[config.mk]
export PLATFORM = sky130hd
export DESIGN_NAME = sgb_cell
export DESIGN_NICKNAME = d
export VERILOG_FILES = /design/src/hdl/sgb_pkg.sv /design/src/hdl/sgb_cell.sv
export SDC_FILE = /design/constraint.sdc
export NUM_CORES = 1
export LEC_CHECK = 0
export BUFFER_PORTS_ARGS = -buffer_cell sky130_fd_sc_hd__buf_4
export CORE_MARGIN = 10
export CORE_UTILIZATION = 42
export CTS_CLUSTER_SIZE = 16
export DETAILED_ROUTE_END_ITERATION = 16
export PLACE_DENSITY = 0.81
export RECOVER_POWER = 100
export SETUP_SLACK_MARGIN = 0.4
export SYNTH_ARGS = -nofsm -noshare
export SYNTH_HDL_FRONTEND = slang
export SYNTH_SLANG_ARGS = --single-unit
[constraint.sdc]
create_clock -name clk -period 2.8 [get_ports clk]
set_input_delay 0.56 -clock clk [delete_from_list [all_inputs] [get_ports clk]]
set_output_delay 0.56 -clock clk [all_outputs]
set_load 0.02 [all_outputs]
[src/hdl/sgb_pkg.sv]
// Shared types, constants and arithmetic helpers of the separable Gaussian blur.
package sgb_pkg;

	localparam int MAX_WIDTH  = 1024;
	localparam int MAX_HEIGHT = 1024;
	localparam int MAX_RADIUS = 4;
	localparam int WIN_LEN    = 2 * MAX_RADIUS + 1;
	// The line store keeps one row more than the window, because the next row starts
	// filling while the outputs at the end of the current row are still pending.
	localparam int ROW_SLOTS  = WIN_LEN + 1;
	localparam int PIX_W      = 16;
	localparam int COEF_W     = 16;
	localparam int COL_W      = 10;
	localparam int DIM_W      = 11;
	localparam int RAD_W      = 3;
	localparam int SLOT_W     = 4;
	localparam int ADDR_W     = SLOT_W + COL_W;
	localparam int RAM_DEPTH  = ROW_SLOTS * MAX_WIDTH;
	localparam int ACC_W      = PIX_W + COEF_W + 4;
	localparam int TAP_REGS   = 5;
	localparam int TAP_IDX_W  = 3;
	localparam int CNT_W      = 4;
	localparam int POS_W      = 12;
	localparam int PADDR_W    = 5;
	localparam int PDATA_W    = 32;

	typedef enum logic [2:0] {
		REG_WIDTH  = 3'd0,
		REG_HEIGHT = 3'd1,
		REG_RADIUS = 3'd2,
		REG_TAP0   = 3'd3,
		REG_TAP1   = 3'd4,
		REG_TAP2   = 3'd5,
		REG_TAP3   = 3'd6,
		REG_TAP4   = 3'd7
	} reg_idx_t;

	typedef enum logic [0:0] {
		OP_PIXEL = 1'b0,
		OP_DRAIN = 1'b1
	} op_t;

	// Effective frame geometry and kernel, already clamped to legal ranges.
	typedef struct packed {
		logic [DIM_W-1:0]               width;
		logic [DIM_W-1:0]               height;
		logic [RAD_W-1:0]               radius;
		logic [TAP_REGS-1:0][COEF_W-1:0] taps;
	} cfg_t;

	// Shift commands for the column result chain.
	typedef struct packed {
		logic load;
		logic back;
	} cell_ctrl_t;

	// Rounds half up, drops the fraction bits and saturates to the pixel range.
	function automatic logic [PIX_W-1:0] round_sat(input logic [ACC_W-1:0] acc);
		logic [ACC_W:0]        sum;
		logic [ACC_W-COEF_W:0] shifted;
		sum     = {1'b0, acc} + (ACC_W+1)'(1 << (COEF_W - 1));
		shifted = sum[ACC_W:COEF_W];
		if (shifted > (ACC_W-COEF_W+1)'({PIX_W{1'b1}})) begin
			return {PIX_W{1'b1}};
		end
		return shifted[PIX_W-1:0];
	endfunction

	// Distance between a counter position and the window center.
	function automatic logic [TAP_IDX_W-1:0] tap_dist(input logic [CNT_W-1:0] pos,
			input logic [RAD_W-1:0] rad);
		logic [CNT_W-1:0] r_ext;
		logic [CNT_W-1:0] d;
		r_ext = CNT_W'(rad);
		d = (pos >= r_ext) ? (pos - r_ext) : (r_ext - pos);
		return d[TAP_IDX_W-1:0];
	endfunction

endpackage

[src/hdl/sgb_cell.sv]
// One cell of the column result chain; shifts forward on load and backward on read-out.
module sgb_cell (
	input  logic                     clk,
	input  sgb_pkg::cell_ctrl_t      ctrl,
	input  logic [sgb_pkg::PIX_W-1:0] from_left,
	input  logic [sgb_pkg::PIX_W-1:0] from_right,
	output logic [sgb_pkg::PIX_W-1:0] value
);

	logic [sgb_pkg::PIX_W-1:0] value_q;

	always_ff @(posedge clk) begin
		if (ctrl.load) begin
			value_q <= from_left;
		end else if (ctrl.back) begin
			value_q <= from_right;
		end
	end

	assign value = value_q;

endmodule

Word-level counts from Yosys, hierarchy flattened. Cells that the tools add are included.

Muxes and demuxes: 2. Reduce and logical (&&, ||, !) cells: 1.

Operators with widths (number): 16-bit 2-to-1 mux (2); 2-bit nonzero test (1).

Word-level logic and storage cells: 4. Output and inout port bits: 16. Flip-flop bits (word level): 16. Input port bits: 35.

Depth between registers and ports, before layout.
Word-level depth: 2. Mapped depth: 3. Gate-level depth less buffers: 1.

Worst setup path after synthesis. OpenSTA, ideal clock, no wires.

Kind: input -> register. Start point: input port ctrl[1] in the netlist's numbering. End point: register value_q (netlist bit value[0]), enable pin. Slack: 1.199 ns. Setup time: 0.373 ns. Data required time: 2.427 ns. Arrival: 1.228 ns. Cell stages on the path: 3. Buffers on the path: 2. Cells stage by stage: buf_6 -> buf_12 -> or2_1.

Longest elaborated chain between the ends: 1.

Ends and longest elaborated chain: start, declared (RTL line sgb_cell.sv:4) `input sgb_pkg::cell_ctrl_t ctrl,`; 2-bit nonzero test (no line); end signal, assigned (RTL line sgb_cell.sv:14) `value_q <= from_left;`; end signal, assigned (RTL line sgb_cell.sv:16) `value_q <= from_right;`; end, declared (RTL line sgb_cell.sv:10) `logic [sgb_pkg::PIX_W-1:0] value_q;`.

No other way between the ends. A chain may end at the register's enable or synchronous reset.

Worst setup path in the final report.
Start point: input port ctrl[1] in the netlist's numbering. End point: register value_q (netlist bit value[1]), enable pin.

The elaborated chain is that of the path after synthesis.

==> summary.md <==
| Metric | Value |
|---|---|
| Status | `complete, no violations` |
| DRT Pass-1 Iters | `2` |
| CP Capture Type | `flip-flop` |
| Die area | `3810 sq um` |
| Post-Syn Area | `732 sq um` |
| Final wirelength | `1770 microns` |
| Final setup vio count | `0` |
| Startpoint types | `primary input` |
| Slew HR | `45.0%` |
| Post-CTS Resized | `0` |
| Power per cell area | `517 nW/um^2` |
| CTS max path bufs | `2` |
| TritonCTS clock tree | `yes` |
| RSZ-0062 raised after global routing | `no` |
| Critical path's slowest cell | `or2_1` |
| Starting Density | `43.3%` |
| Cells after Synth | `35` |
| Max VDD drop | `0.265 mV` |
| Core Region | `1690 sq um` |
| Overall Global Routing Usage | `8.87%` |
| Routability congestion estimate | `0.639` |
| Hold Path Class | `primary input to flip-flop` |
| DR vias/cell | `4.81` |
| Remaining Overflow, GRT | `0` |
| Hold-fix buffers at CTS | `0` |
| CTS H-Tree Depth | `1` |
| Most common cell after layout, fill and taps aside | `buf_4` |
| Clock root buffer | `clkbuf_4` |
| Vias | `500` |
| Pre-CTS WS | `1.03 ns` |
| Nets | `123` |
| Area growth syn-to-layout | `40.7%` |
| First-pass GRT wire length | `2560 microns` |
| Vias in the first global route | `584` |
| Die height | `61.7 microns` |
| DR DRC count | `0` |
| Cell Rows | `15` |
| Initial antenna violation count | `0` |
| Input/output buffers | `50` |
| Distinct cell type count after synthesis | `6` |
| Worst-Margin Slew | `0.825 ns` |
| Wirelength per Cell | `17.0 microns` |
| Setup tns final | `0 ns` |
| Clk sinks | `16` |
| Crit path time final | `1.89 ns` |
| Required @ worst endpoint | `2.71 ns` |
| Fin crit share | `67.5%` |
| Pin count of the biggest net entering global routing | `18` |
| Leak | `0.427 nW` |
| DRT antenna net count | `0` |
| Yosys warns | `0` |
| Max-cap violation count | `0` |
| Post-Syn Nets | `70` |
| Data arrival, critical path | `1.80 ns` |
| Io pins | `51` |
| Critical Path Max Stage Delay | `0.63 ns` |
| #FFs+latches synth | `16` |
| Post-CTS Setup Inserts | `0` |
| Layout cell share with drive strength beyond 1 | `50.6%` |
| Worst-path fanout max | `17` |
| Clock transition at path regs | `0.08 ns` |
| Family with the most delay on the worst path | `simple AND/OR/NAND/NOR gates` |
| Crit path kind | `primary input to flip-flop` |
| Final Max Slew Viols | `0` |
| Seq/Total Area, Yosys | `65.6%` |
| Max reg flops | `16` |
| Syn Area/Cell | `20.9 sq um` |
| Commonest cells after routing, fill and taps aside | `buf_4, clkbuf_1, edfxtp_1, mux2_1, mux2_2` |
| CP Buf/Inv Count | `1` |
| CTS Buf Count | `3` |
| Final worst slack | `0.909 ns` |
| Hold violation count in the final report | `0` |
| CP Cell Sequence | `clkbuf_1 > or2_1` |
| Die X | `61.7 microns` |
| Fmax | `0.529 GHz` |
| Starting DRT DRC Count | `11` |
| ANT cells | `0` |
## cell type report
type | instances | area (sq um)
multi-input cells | 17 | 190
repair buffers | 50 | 312
well taps | 17 | 21.3
flip-flops and latches | 16 | 480
clock buffers | 3 | 22.5
fillers | 145 | 659
clock inverters | 1 | 3.75
## where the power goes
group	internal [mW]	leakage (nW)	switching (mW)	total, mW
clock	0.0515	0.0154	0.0651	0.117
sequential	0.294	0.163	0.00641	0.300
combinational	0.0535	0.248	0.0624	0.116
## final timing paths
check,startpoint,endpoint,slack [ns],cells after the start
worst min-delay path,from_right[6],value[6],0.57,2
worst max-delay path,ctrl[1],value[1],0.91,2
## cell families (layout without fill, tap and decap cells)
kind of cell           count (synthesis)  count (layout)  share of synthesized area [%]
flip-flops                            16              16                           65.6
multiplexers                          16              16                           29.2
buffers and inverters                  2              54                           4.27
AND/OR/NAND/NOR                        1               1                          0.855
## synth_stat cells (all sizes together)
library cell	count	share of area [%]
edfxtp	16	66
mux2	16	29
buf	2	4.3
or2	1	0.86
## per-layer routing
layer	routed length [microns]	vias to the layer above	part of all wire [%]	global-route usage (%)
met5	0	-	0	0
met2	749	39	42	14.8
li1	-	240	-	-
met4	28	0	1.6	3.82
met1	680	219	39	8.71
met3	307	2	17	5.28
## through the flow
stage               total power [mW]  hold slack [ns]  std cells  area (sq um)  util (%)
CTS                            0.570            0.577        104          1120      66.5
global placement               0.452            0.862        100          1100      65.0
detailed placement             0.455            0.864        100          1100      65.0
global route                   0.561            0.557        104          1030      61.0
floorplan                      0.379            0.777         35           732         -
finish                         0.533            0.573        104          1030      61.0
Power figures use the tool's default switching activity.
