==> src/hdl/sgb_pkg.sv <==
// Shared types, constants and arithmetic helpers of the separable Gaussian blur.
package sgb_pkg;

	localparam int MAX_WIDTH  = 1024;
	localparam int MAX_HEIGHT = 1024;
	localparam int MAX_RADIUS = 4;
	localparam int WIN_LEN    = 2 * MAX_RADIUS + 1;
	// The line store keeps one row more than the window, because the next row starts
	// filling while the outputs at the end of the current row are still pending.
	localparam int ROW_SLOTS  = WIN_LEN + 1;
	localparam int PIX_W      = 16;
	localparam int COEF_W     = 16;
	localparam int COL_W      = 10;
	localparam int DIM_W      = 11;
	localparam int RAD_W      = 3;
	localparam int SLOT_W     = 4;
	localparam int ADDR_W     = SLOT_W + COL_W;
	localparam int RAM_DEPTH  = ROW_SLOTS * MAX_WIDTH;
	localparam int ACC_W      = PIX_W + COEF_W + 4;
	localparam int TAP_REGS   = 5;
	localparam int TAP_IDX_W  = 3;
	localparam int CNT_W      = 4;
	localparam int POS_W      = 12;
	localparam int PADDR_W    = 5;
	localparam int PDATA_W    = 32;

	typedef enum logic [2:0] {
		REG_WIDTH  = 3'd0,
		REG_HEIGHT = 3'd1,
		REG_RADIUS = 3'd2,
		REG_TAP0   = 3'd3,
		REG_TAP1   = 3'd4,
		REG_TAP2   = 3'd5,
		REG_TAP3   = 3'd6,
		REG_TAP4   = 3'd7
	} reg_idx_t;

	typedef enum logic [0:0] {
		OP_PIXEL = 1'b0,
		OP_DRAIN = 1'b1
	} op_t;

	// Effective frame geometry and kernel, already clamped to legal ranges.
	typedef struct packed {
		logic [DIM_W-1:0]               width;
		logic [DIM_W-1:0]               height;
		logic [RAD_W-1:0]               radius;
		logic [TAP_REGS-1:0][COEF_W-1:0] taps;
	} cfg_t;

	// Shift commands for the column result chain.
	typedef struct packed {
		logic load;
		logic back;
	} cell_ctrl_t;

	// Rounds half up, drops the fraction bits and saturates to the pixel range.
	function automatic logic [PIX_W-1:0] round_sat(input logic [ACC_W-1:0] acc);
		logic [ACC_W:0]        sum;
		logic [ACC_W-COEF_W:0] shifted;
		sum     = {1'b0, acc} + (ACC_W+1)'(1 << (COEF_W - 1));
		shifted = sum[ACC_W:COEF_W];
		if (shifted > (ACC_W-COEF_W+1)'({PIX_W{1'b1}})) begin
			return {PIX_W{1'b1}};
		end
		return shifted[PIX_W-1:0];
	endfunction

	// Distance between a counter position and the window center.
	function automatic logic [TAP_IDX_W-1:0] tap_dist(input logic [CNT_W-1:0] pos,
			input logic [RAD_W-1:0] rad);
		logic [CNT_W-1:0] r_ext;
		logic [CNT_W-1:0] d;
		r_ext = CNT_W'(rad);
		d = (pos >= r_ext) ? (pos - r_ext) : (r_ext - pos);
		return d[TAP_IDX_W-1:0];
	endfunction

endpackage

==> src/hdl/sgb_regs.sv <==
// Configuration registers behind the APB-style port, with clamped effective values.
module sgb_regs (
	input  logic                        clk,
	input  logic                        arst_n,
	input  logic                        psel,
	input  logic                        penable,
	input  logic                        pwrite,
	input  logic [sgb_pkg::PADDR_W-1:0] paddr,
	input  logic [sgb_pkg::PDATA_W-1:0] pwdata,
	output logic [sgb_pkg::PDATA_W-1:0] prdata,
	output logic                        pready,
	output sgb_pkg::cfg_t               cfg
);

	logic [sgb_pkg::DIM_W-1:0]  width_q;
	logic [sgb_pkg::DIM_W-1:0]  height_q;
	logic [sgb_pkg::RAD_W-1:0]  radius_q;
	logic [sgb_pkg::TAP_REGS-1:0][sgb_pkg::COEF_W-1:0] taps_q;
	sgb_pkg::reg_idx_t          idx;
	logic                       wr;

	assign pready = 1'b1;
	assign idx    = sgb_pkg::reg_idx_t'(paddr[4:2]);
	assign wr     = psel && penable && pwrite;

	always_ff @(posedge clk or negedge arst_n) begin
		if (!arst_n) begin
			width_q  <= sgb_pkg::DIM_W'(1024);
			height_q <= sgb_pkg::DIM_W'(1024);
			radius_q <= sgb_pkg::RAD_W'(1);
			// Only the center tap is nonzero after reset.
			taps_q   <= (sgb_pkg::TAP_REGS*sgb_pkg::COEF_W)'({sgb_pkg::COEF_W{1'b1}});
		end else if (wr) begin
			unique case (idx)
				sgb_pkg::REG_WIDTH:  width_q   <= pwdata[sgb_pkg::DIM_W-1:0];
				sgb_pkg::REG_HEIGHT: height_q  <= pwdata[sgb_pkg::DIM_W-1:0];
				sgb_pkg::REG_RADIUS: radius_q  <= pwdata[sgb_pkg::RAD_W-1:0];
				sgb_pkg::REG_TAP0:   taps_q[0] <= pwdata[sgb_pkg::COEF_W-1:0];
				sgb_pkg::REG_TAP1:   taps_q[1] <= pwdata[sgb_pkg::COEF_W-1:0];
				sgb_pkg::REG_TAP2:   taps_q[2] <= pwdata[sgb_pkg::COEF_W-1:0];
				sgb_pkg::REG_TAP3:   taps_q[3] <= pwdata[sgb_pkg::COEF_W-1:0];
				sgb_pkg::REG_TAP4:   taps_q[4] <= pwdata[sgb_pkg::COEF_W-1:0];
				default: ;
			endcase
		end
	end

	always_comb begin
		prdata = '0;
		unique case (idx)
			sgb_pkg::REG_WIDTH:  prdata = sgb_pkg::PDATA_W'(width_q);
			sgb_pkg::REG_HEIGHT: prdata = sgb_pkg::PDATA_W'(height_q);
			sgb_pkg::REG_RADIUS: prdata = sgb_pkg::PDATA_W'(radius_q);
			sgb_pkg::REG_TAP0:   prdata = sgb_pkg::PDATA_W'(taps_q[0]);
			sgb_pkg::REG_TAP1:   prdata = sgb_pkg::PDATA_W'(taps_q[1]);
			sgb_pkg::REG_TAP2:   prdata = sgb_pkg::PDATA_W'(taps_q[2]);
			sgb_pkg::REG_TAP3:   prdata = sgb_pkg::PDATA_W'(taps_q[3]);
			sgb_pkg::REG_TAP4:   prdata = sgb_pkg::PDATA_W'(taps_q[4]);
			default: ;
		endcase
	end

	always_comb begin
		cfg.taps = taps_q;
		if (width_q == '0) begin
			cfg.width = sgb_pkg::DIM_W'(1);
		end else if (width_q > sgb_pkg::DIM_W'(sgb_pkg::MAX_WIDTH)) begin
			cfg.width = sgb_pkg::DIM_W'(sgb_pkg::MAX_WIDTH);
		end else begin
			cfg.width = width_q;
		end
		if (height_q == '0) begin
			cfg.height = sgb_pkg::DIM_W'(1);
		end else if (height_q > sgb_pkg::DIM_W'(sgb_pkg::MAX_HEIGHT)) begin
			cfg.height = sgb_pkg::DIM_W'(sgb_pkg::MAX_HEIGHT);
		end else begin
			cfg.height = height_q;
		end
		cfg.radius = (radius_q > sgb_pkg::RAD_W'(sgb_pkg::MAX_RADIUS)) ?
			sgb_pkg::RAD_W'(sgb_pkg::MAX_RADIUS) : radius_q;
	end

endmodule

==> config.mk <==
export PLATFORM = sky130hd
export DESIGN_NAME = sgb_regs
export DESIGN_NICKNAME = d
export VERILOG_FILES = /design/src/hdl/sgb_pkg.sv /design/src/hdl/sgb_regs.sv
export SDC_FILE = /design/constraint.sdc
export NUM_CORES = 1
export LEC_CHECK = 0
export BUFFER_PORTS_ARGS = -buffer_cell sky130_fd_sc_hd__buf_4
export CAP_MARGIN = 25
export CORE_MARGIN = 4
export CORE_UTILIZATION = 54
export DETAILED_ROUTE_END_ITERATION = 6
export PLACE_DENSITY = 0.85
export SYNTH_ARGS = -nofsm -noshare
export SYNTH_HDL_FRONTEND = slang
export SYNTH_SLANG_ARGS = --single-unit
==> constraint.sdc <==
create_clock -name clk -period 1.82 [get_ports clk]
set_input_delay 0.182 -clock clk [delete_from_list [all_inputs] [get_ports clk]]
set_output_delay 0.182 -clock clk [all_outputs]
set_load 0.05 [all_outputs]
# Word level (Yosys, flattened, before mapping)
# Index checks and enable logic that the tools add are counted.
# word_totals
elab_cells	37
output_inout_bits	138
regBits	105
inputBits	42
# op_classes
eq_ne	7
n_reduce_logical	13
magnitude_cmp	3
n_mux	6
# ops
operator	n
$pmux W32 S8	1
$mux W11	4
$gt A11 B11 Y1 const B	2
$logic_not A11 Y1	2
$reduce_and A2 Y1	8
$eq A3 B3 Y1 const B	4
$eq A3 B2 Y1 const B	2
$eq A3 B1 Y1 const B	1
$gt A3 B3 Y1 const B	1
$logic_not A3 Y1	1
$mux W3	1
$logic_and A1 B1 Y1	2

# Longest topological paths before layout
# depth
word_depth	3
depth_mapped	6
ltp_nobuf	4

# Worst setup path after synthesis
# No wires, ideal clock.
# synth_path
path_type	reg2out
from	register taps_q (netlist bit cfg[11])
to	output prdata[11] (netlist name)
path_slack_ns	-0.210
t_required_ns	1.638
n_path_buf	0
path_stages_with_launch	3
arrival_time_ns	1.848
path_cell_list	dfstp_2 > nand2_1 > o21ai_0
# synth_between
elab_chain_len	1
# synth_rtl
element	line_no	text
from (decl)	sgb_regs.sv:18	logic [sgb_pkg::TAP_REGS-1:0][sgb_pkg::COEF_W-1:0] taps_q;
from (signal assigned)	sgb_regs.sv:32	taps_q <= (sgb_pkg::TAP_REGS*sgb_pkg::COEF_W)'({sgb_pkg::COEF_W{1'b1}});
$pmux W32 S8	sgb_regs.sv:50	unique case (idx)
to (decl)	sgb_regs.sv:10	output logic [sgb_pkg::PDATA_W-1:0] prdata,
# No other way between the ends. The select of a mux whose other input is x is not followed.

# Final worst setup path
# layout_path
from	register width_q[5] (netlist name)
to	output prdata[5] (netlist name)
# layout_between
elab_chain_len	1
# layout_rtl
element	line_no	text
from (decl)	sgb_regs.sv:15	logic [sgb_pkg::DIM_W-1:0] width_q;
from (signal assigned)	sgb_regs.sv:28	width_q <= sgb_pkg::DIM_W'(1024);
from (signal assigned)	sgb_regs.sv:35	sgb_pkg::REG_WIDTH: width_q <= pwdata[sgb_pkg::DIM_W-1:0];
$pmux W32 S8	sgb_regs.sv:50	
# No other way between the ends. The select of a mux whose other input is x is not followed.

==> out/metrics.cfg <==
[pwr]
power_density_nw_per_um2=1270
p_int_uw=4870
power_leakage_uw=0.00334
power.switching_uw=3960
combPwrFrac=0.469
power_uw=8820
power_frac_seq=0.374
sw_frac_of_total=0.448
p_clk_frac=0.157
max-vdd-ir-drop_v=0.000792

[global_routing]
antenna_found_initial=0
grt-ovfl-total=0
grt_pass1_wl_um=22400
grt_start_max_net_pins=40
grt_pass1_vias=4105
track_usage=0.255

[placed_design]
portBuffers=144
dp_slack_ns=0.0683
dpl.cell_count=682
dp_hpwl_um=10500
place_congestion=0.897

[cells_and_area]
layout-drive-gt1-share=0.608
fin_cells=715
diodes=0
layout_commonest_cell=buf_4
area_growth_syn_to_layout_pct=33.5
most-common-layout-cells=buf_4 (166), mux2_2 (95), dfrtp_1 (85)
fillers=618
finalNetCount=623

[yosys]
synth_seq_cells=105
synth_edf_count=0
synthArstFlopShare=1.00
yosys-top-cells-area=dfrtp_1 (41%), mux2_2 (21%), dfstp_2 (9.6%)
synth_top_area_cell=dfrtp_1
synth_area_per_cell_sq_um=12.6
synthCells=414
synth_top_area_frac=0.413
syn_area_sq_um=5210
yosys_most_used_dff=dfrtp_1
yosysWarningCount=0
seq_area_frac_synth=0.509
yosysUniqueCellTypes=38

[clocking]
cts_root_buf=clkbuf_8
clk_latency_ns=0.37
clk_pin_slew_ns=0.10
cts_sinks=105
clock_path_buffers=2
htreeDepth=3
cts_tree=yes
cts_buffers=9

[route]
vias_per_cell=5.70
num_vias=4072
final_antenna_net_count=0
m1WireLength_um=5910
wl_per_cell_um=20.6
wl_um=14700
wl_met2_um=7290
first_pass_iters=5
wl_met3_um=1270
drc_errors=0
drtIter0Drc=271
top_layer_used=met4

[sta]
hold_viol_final=0
rsz0062_at_grt=true
slew_violations=0
skew_ns=0
fin_crit_ns=1.82
period_share=0.999
fmax_mhz=550
setup_tns_ns=0
setup_ws_ns=0.00127
setup_viol_count_final=0

[setup_path]
crit_path_max_incr_delay_ns=0.50
end_kind=output pin
cp.arrival_ns=1.64
crit_slowest_cell=mux4_2
start_kind=flop
crit_type=reg -> out
path_max_fanout=3
path_buf_inv=1
path_cells=mux4_2, nor2_4, a21oi_2, buf_6
worstPathRequired_ns=1.64
crit_family=multiplexers

[floorplanning]
coreArea_sq_um=9330
start_util=0.558
std_cell_rows=35
ios=180
die_h_um=106
fp.dieW_um=106
die_area_sq_um=11300

[run_status]
outcome=completed

[run]
drv_cap=0

[worst_hold_path]
min_path_type=in -> reg

[registers in the layout (all words and copies together) (netlist names)]
name and count:
cfg 80, height_q 11, radius_q 3, width_q 11
[cells in the mapped netlist, types with 6 or more instances]
master	instances
clkbuf_1	12
mux2_4	10
nor2b_1	19
nor2_1	22
nand2b_1	7
mux4_2	6
mux2_2	95
nand2_1	21
o21ai_0	9
buf_2	7
dfrtp_1	86
mux2i_1	11
a21oi_1	13
dfstp_2	19
buf_4	22
[cell families (layout without fill, tap and decap cells)]
family,after synthesis,after routing,synth area share
other cells,2,17,0.00144
flops,105,105,0.509
simple gates,89,89,0.0894
buf+inv,46,203,0.0536
compound gates,50,50,0.0651
mux,122,122,0.281
[power by group through the flow]
stage	combinational (uW)	clock (uW)	sequential [uW]
2_1_floorplan	1590	0	4440
3_3_place_gp	3880	0	3310
3_5_place_dp	3930	0	3340
4_1_cts	4010	1410	3280
5_1_grt	4300	1510	3370
6_report	4140	1380	3300
[final cells by class]
type | count | area, sq um | share of cell area
flip-flops and latches | 105 | 2650 | 0.382
inverters | 3 | 11.3 | 0.00162
repair buffers | 184 | 1490 | 0.215
clock inverters | 5 | 38.8 | 0.00558
clock buffers | 11 | 151 | 0.0218
multi-input cells | 278 | 2440 | 0.352
well taps | 129 | 161 | 0.0232
[path summary, 6_finish.rpt]
check / from / end / slack (ns) / cells after the start
max reg2reg: cfg[75] / cfg[75] / 0.79 / 3
min: pwdata[13] / cfg[77] / 0.08 / 2
max in group asynchronous: arst_n / cfg[3] / 0.86 / 3
min in group asynchronous: arst_n / cfg[76] / 0.31 / 2
max: width_q[5] / prdata[5] / 0.001 / 4
min reg2reg: cfg[63] / cfg[63] / 0.54 / 1
[metrics by stage]
| stage | area, sq um | util | hold WS, ns |
|---|---|---|---|
| final | 6950 | 0.745 | 0.0750 |
| after global routing | 6950 | 0.745 | 0.0697 |
| after CTS | 6780 | 0.727 | 0.0629 |
| after detailed placement | 6510 | 0.698 | 0.179 |
| after global placement | 6510 | 0.698 | 0.177 |
| after floorplan | 5300 | - | -0.114 |
[metal layers]
metal | vias up | GRT usage
met1 | 2063 | 0.329
li1 | 1791 | -
met5 | - | 0
met2 | 195 | 0.424
met3 | 23 | 0.0662
met4 | 0 | 0.0731
[repair_timing]
action	in CTS	in global routing
setup endpoints to repair	8	16
pin swaps	3	8
hold endpoints to repair	28	0
setup buffers	5	11
hold buffers	1	0
gates resized for setup	7	21
Power figures use the tool's default switching activity.
